==> config.mk <==
export PLATFORM = sky130hd
export DESIGN_NAME = hhs_hash
export DESIGN_NICKNAME = d
export VERILOG_FILES = /design/src/design/hhs_pkg.sv /design/src/design/hhs_hash.sv
export SDC_FILE = /design/constraint.sdc
export NUM_CORES = 1
export LEC_CHECK = 0
export ABC_CLOCK_PERIOD_IN_PS = 9800
export BUFFER_PORTS_ARGS = -buffer_cell sky130_fd_sc_hd__buf_2
export CAP_MARGIN = 0
export CORE_MARGIN = 4
export CORE_UTILIZATION = 45
export DETAILED_ROUTE_END_ITERATION = 12
export PLACE_DENSITY = 0.66
export SKIP_CTS_REPAIR_TIMING = 1
export SYNTH_ARGS = -nofsm -noshare
export SYNTH_HDL_FRONTEND = slang
export SYNTH_SLANG_ARGS = --single-unit
==> constraint.sdc <==
create_clock -name clk -period 9.8 [get_ports clk]
set_input_delay 1.47 -clock clk [delete_from_list [all_inputs] [get_ports clk]]
set_output_delay 1.47 -clock clk [all_outputs]
set_load 0.05 [all_outputs]
==> src/design/hhs_pkg.sv <==
package hhs_pkg;

  localparam int BUCKETS   = 1024;
  localparam int SLOTS     = 7;
  localparam int BKT_W     = $clog2(BUCKETS);
  localparam int SLOT_IW   = (SLOTS > 1) ? $clog2(SLOTS) : 1;
  localparam int NCNT_W    = 11;
  localparam int SLOT_BITS = 64;
  localparam int GUARD_LO  = SLOTS * SLOT_BITS;
  localparam int ROW_W     = GUARD_LO + 32;

  localparam logic [31:0] HASH_MUL_A = 32'd2654435761;
  localparam logic [31:0] HASH_MUL_B = 32'd3344921057;
  localparam int          HASH_SHIFT_A = 15;
  localparam int          HASH_SHIFT_B = 12;
  localparam int          DIV_BITS   = 32 - HASH_SHIFT_B;
  localparam logic [31:0] COUNT_MAX  = 32'hFFFF_FFFF;

  localparam logic CFG_BUCKETS = 1'b0;
  localparam logic CFG_THRESH  = 1'b1;

  typedef enum logic [1:0] {
    OP_INSERT = 2'd0,
    OP_QUERY  = 2'd1,
    OP_CLEAR  = 2'd2,
    OP_NONE   = 2'd3
  } op_t;

  typedef enum logic [1:0] {
    ST_COUNTED  = 2'd0,
    ST_REPLACED = 2'd1,
    ST_GUARD    = 2'd2,
    ST_NOT_INS  = 2'd3
  } status_t;

  typedef struct packed {
    logic [1:0]  op;
    logic [31:0] flow_fingerprint;
    logic [31:0] increment;
  } in_item_t;

  typedef struct packed {
    logic [31:0] estimate;
    logic [1:0]  insert_status;
    logic        spilled;
  } out_item_t;

  typedef struct packed {
    logic go;
    logic second;
  } hash_req_t;

endpackage

==> src/design/hhs_hash.sv <==
module hhs_hash (
  input  logic                      clk,
  input  logic                      rst_n,
  input  hhs_pkg::hash_req_t        req,
  input  logic [hhs_pkg::NCNT_W-1:0] n,
  input  logic [31:0]               fp,
  output logic                      done,
  output logic [hhs_pkg::BKT_W-1:0] bucket
);
  import hhs_pkg::*;

  typedef enum logic [2:0] {
    H_IDLE = 3'b001,
    H_LOAD = 3'b010,
    H_DIV  = 3'b100
  } hstate_t;

  hstate_t state_r, state_nxt;
  logic [31:0]         prod;
  logic                second_r;
  logic [DIV_BITS-1:0] div_r, div_nxt;
  logic [NCNT_W-1:0]   rem_r, rem_nxt;
  logic [4:0]          cnt_r, cnt_nxt;
  logic                done_r, done_nxt;
  logic [NCNT_W:0]     trial;

  always_comb begin
    state_nxt = state_r;
    div_nxt   = div_r;
    rem_nxt   = rem_r;
    cnt_nxt   = cnt_r;
    done_nxt  = 1'b0;
    trial     = {rem_r, div_r[DIV_BITS-1]};
    // The fingerprint is stable by the load cycle, the cycle after the request.
    prod      = fp * (second_r ? HASH_MUL_B : HASH_MUL_A);
    case (state_r)
      H_IDLE: begin
        if (req.go) begin
          state_nxt = H_LOAD;
        end
      end
      H_LOAD: begin
        // Both hashes are brought to the same dividend width.
        div_nxt   = second_r ? DIV_BITS'(prod >> HASH_SHIFT_B)
                             : DIV_BITS'(prod >> HASH_SHIFT_A);
        rem_nxt   = '0;
        cnt_nxt   = '0;
        state_nxt = H_DIV;
      end
      H_DIV: begin
        // Restoring remainder, one dividend bit per cycle.
        if (trial >= {1'b0, n}) begin
          rem_nxt = NCNT_W'(trial - {1'b0, n});
        end else begin
          rem_nxt = NCNT_W'(trial);
        end
        div_nxt = {div_r[DIV_BITS-2:0], 1'b0};
        cnt_nxt = cnt_r + 5'd1;
        if (cnt_r == 5'(DIV_BITS - 1)) begin
          done_nxt  = 1'b1;
          state_nxt = H_IDLE;
        end
      end
      default: state_nxt = H_IDLE;
    endcase
  end

  always_ff @(posedge clk) begin
    if (!rst_n) begin
      state_r <= H_IDLE;
      done_r  <= 1'b0;
    end else begin
      state_r <= state_nxt;
      done_r  <= done_nxt;
    end
    if (state_r == H_IDLE && req.go) begin
      second_r <= req.second;
    end
    div_r <= div_nxt;
    rem_r <= rem_nxt;
    cnt_r <= cnt_nxt;
  end

  assign done   = done_r;
  assign bucket = BKT_W'(rem_r);

endmodule

==> impl_metrics.yaml <==
yosys:
  synth_nets: 1782
  synth_top_cell_area_share_pct: 37.7
  synth_xor_xnor_area_share_pct: 6.04
  synth_top_family_by_area: "adder cells"
  syn_inst: 1299
  synth_top_area_cell: "fa_1"
  synth_area_mm2: 0.0126
  synth-edff-count: 37
  synth.area.mux_share_pct: 1.35
  ys.flop_type: "edfxtp_1"
  seq_area_frac_synth_pct: 9.43
  synth_async_sr_flop_share_pct: 0
  synthTopCellsByArea: "fa_1 (38%), ha_1 (20%), inv_1 (12%), edfxtp_1 (8.8%), xnor2_1 (5.2%)"
  ys_types: 55
  yosys_warnings: 0
  yosys.area_share.simple_pct: 7.19
  synthAdderAreaFrac_pct: 57.4
  synth_compound_area_share_pct: 5.51
  syn_area_per_cell_um2: 9.72
  ys_ff_latch: 41
worst_hold_path:
  min_path_type: "register to register"
sta:
  min_period_ps: 8180
  rsz0062_at_grt: "false"
  worst_slew_pin_slew_ps: 1210
  tns_ps: 0
  fmax_mhz: 122
  finalHoldViolations: 0
  setup_viol_count_final: 0
  clock_skew_ps: 6.57
  post-route-period-util_pct: 83.4
  max-slew-margin-rel_pct: 19.2
  slew_violations: 0
die:
  die_w_um: 176
  start_util_pct: 45.6
  pin_count: 58
  core_mm2: 0.0277
  die_area_mm2: 0.0308
  row_count: 61
  die_h_um: 176
grt:
  grt_pass1_vias: 9077
  grt_max_degree: 43
  grt_overflow_total: 0
  grt_use_total_pct: 19.3
  grt_pass1_wl_um: 47000
  antenna_found_initial: 0
routing:
  wl_met2_um: 14100
  drtIter0Drc: 436
  wl_met3_um: 1070
  route.vias.total: 8444
  avgRoutedWirePerCell_um: 16.7
  top_layer: "met4"
  ant_nets: 0
  dr.pass1.iters: 4
  vias_per_cell: 4.93
  wirelength_um: 28500
  drc: 0
  wl_met1_um: 12300
setup_path:
  cp_max_fo: 7
  cp.arrival_ps: 8330
  cp.required_ps: 9960
  slowest_stage: "fa_1"
  cp_slowest_stage_delay_ps: 610
  critPathKind: "input port to register"
  endpoint_kind: "register"
  rrSetupSlack_ps: 2440
  start_kind: "input port"
  cp_common_cell: "inv_1"
placed_design:
  dp_hpwl_um: 25400
  port_buffers: 57
  gp_congestion: 0.920
finish:
  area.sequential_mm2: 0.00119
  drive_gt1_share_pct: 6.15
  num-fill-cells: 2577
  multi_input_area_mm2: 0.00979
  nets: 1816
  n_antenna_cell: 0
  areaGrowthSynthToFinish_pct: 6.17
cts:
  cts_root_buf: "clkbuf_16"
  cts_buffer_depth: 2
  clkLatencyLatePin_ps: 280
  clkSinkCount: 41
  cts_tree: "yes"
  numCtsBuffers: 5
  ctsHtreeMaxLevel: 2
  clk_pin_slew_ps: 60
outcome:
  status: "finished, final reports clean"
flow_run:
  max_cap_violations: 0
worst max-delay path, delay by kind of cell:
kind | cells | cell delay [ps]
and+or+nand+nor | 5 | 980
adders and majority gates | 9 | 4310
buffers and inverters | 9 | 780
AOI/OAI and AO/OA | 4 | 800
state kept, by name, indices dropped and copies added (netlist names):
signal / flops
div_r: 20
second_r: 1
state_r: 3
rem_r: 11
cnt_r: 5
done: 1
cells in the mapped netlist, types with 14 or more instances:
cell / count
fa_1: 238
o21ai_0: 23
ha_1: 198
edfxtp_1: 37
nand2_1: 56
nor2_1: 42
xnor2_1: 75
a21oi_1: 25
nand2b_1: 24
inv_1: 398
clkbuf_1: 21
mux2i_1: 17
and2_1: 14
kinds of logic after synthesis:
family                   count (synthesis)
multiplexers                            17
buffers and inverters                  431
XOR/XNOR                                87
AND/OR/NAND/NOR                        184
AO/OA/AOI/OAI                          103
adder cells (fa/ha/maj)                436
flip-flops                              41
cell type report:
| cell class | count | area share (%) |
|---|---|---|
| well taps | 378 | 3.53 |
| clock inverters | 3 | 0.168 |
| flip-flops and latches | 41 | 8.89 |
| multi-input cells | 827 | 73.0 |
| clock buffers | 5 | 0.933 |
| inverters | 398 | 11.1 |
| repair buffers | 60 | 2.30 |
path summary, 6_finish.rpt:
kind,startpoint,end,depth (start not counted)
setup reg to reg,second_r,div_r[15],27
hold / removal,div_r[18],div_r[19],2
setup / recovery,fp[11],div_r[15],27
hold reg to reg,div_r[18],div_r[19],2
placed cells by master (no fill, tap or decap), types with 12 or more instances in the layout:
master    count
ha_1        198
fa_1        238
a21oi_1      24
edfxtp_1     37
nand2b_1     24
buf_2        57
xnor2_1      75
nor2_1       41
mux2i_1      17
xor2_1       12
o21ai_0      23
nor2b_1      13
and2_1       14
inv_1       398
nand2_1      56
routing by layer:
layer  vias up  track usage (%)
met4         0             5.75
met5         -                0
met2       185             32.9
li1       3989                -
met1      4229             26.4
met3        41             2.04
through the flow:
step	area, um2	instances	hold slack [ps]	utilization [%]	setup WS (ps)
6_report	13400	1712	529	48.4	1620
4_1_cts	13400	1712	531	48.4	1610
5_1_grt	13400	1712	563	48.4	1150
2_1_floorplan	12600	1299	490	-	1990
3_5_place_dp	13300	1704	513	47.9	1310
3_3_place_gp	13300	1704	513	47.9	1380
Power is not shown: default switching activity piles up to over one toggle a cycle in this logic, so the estimate is an artifact.
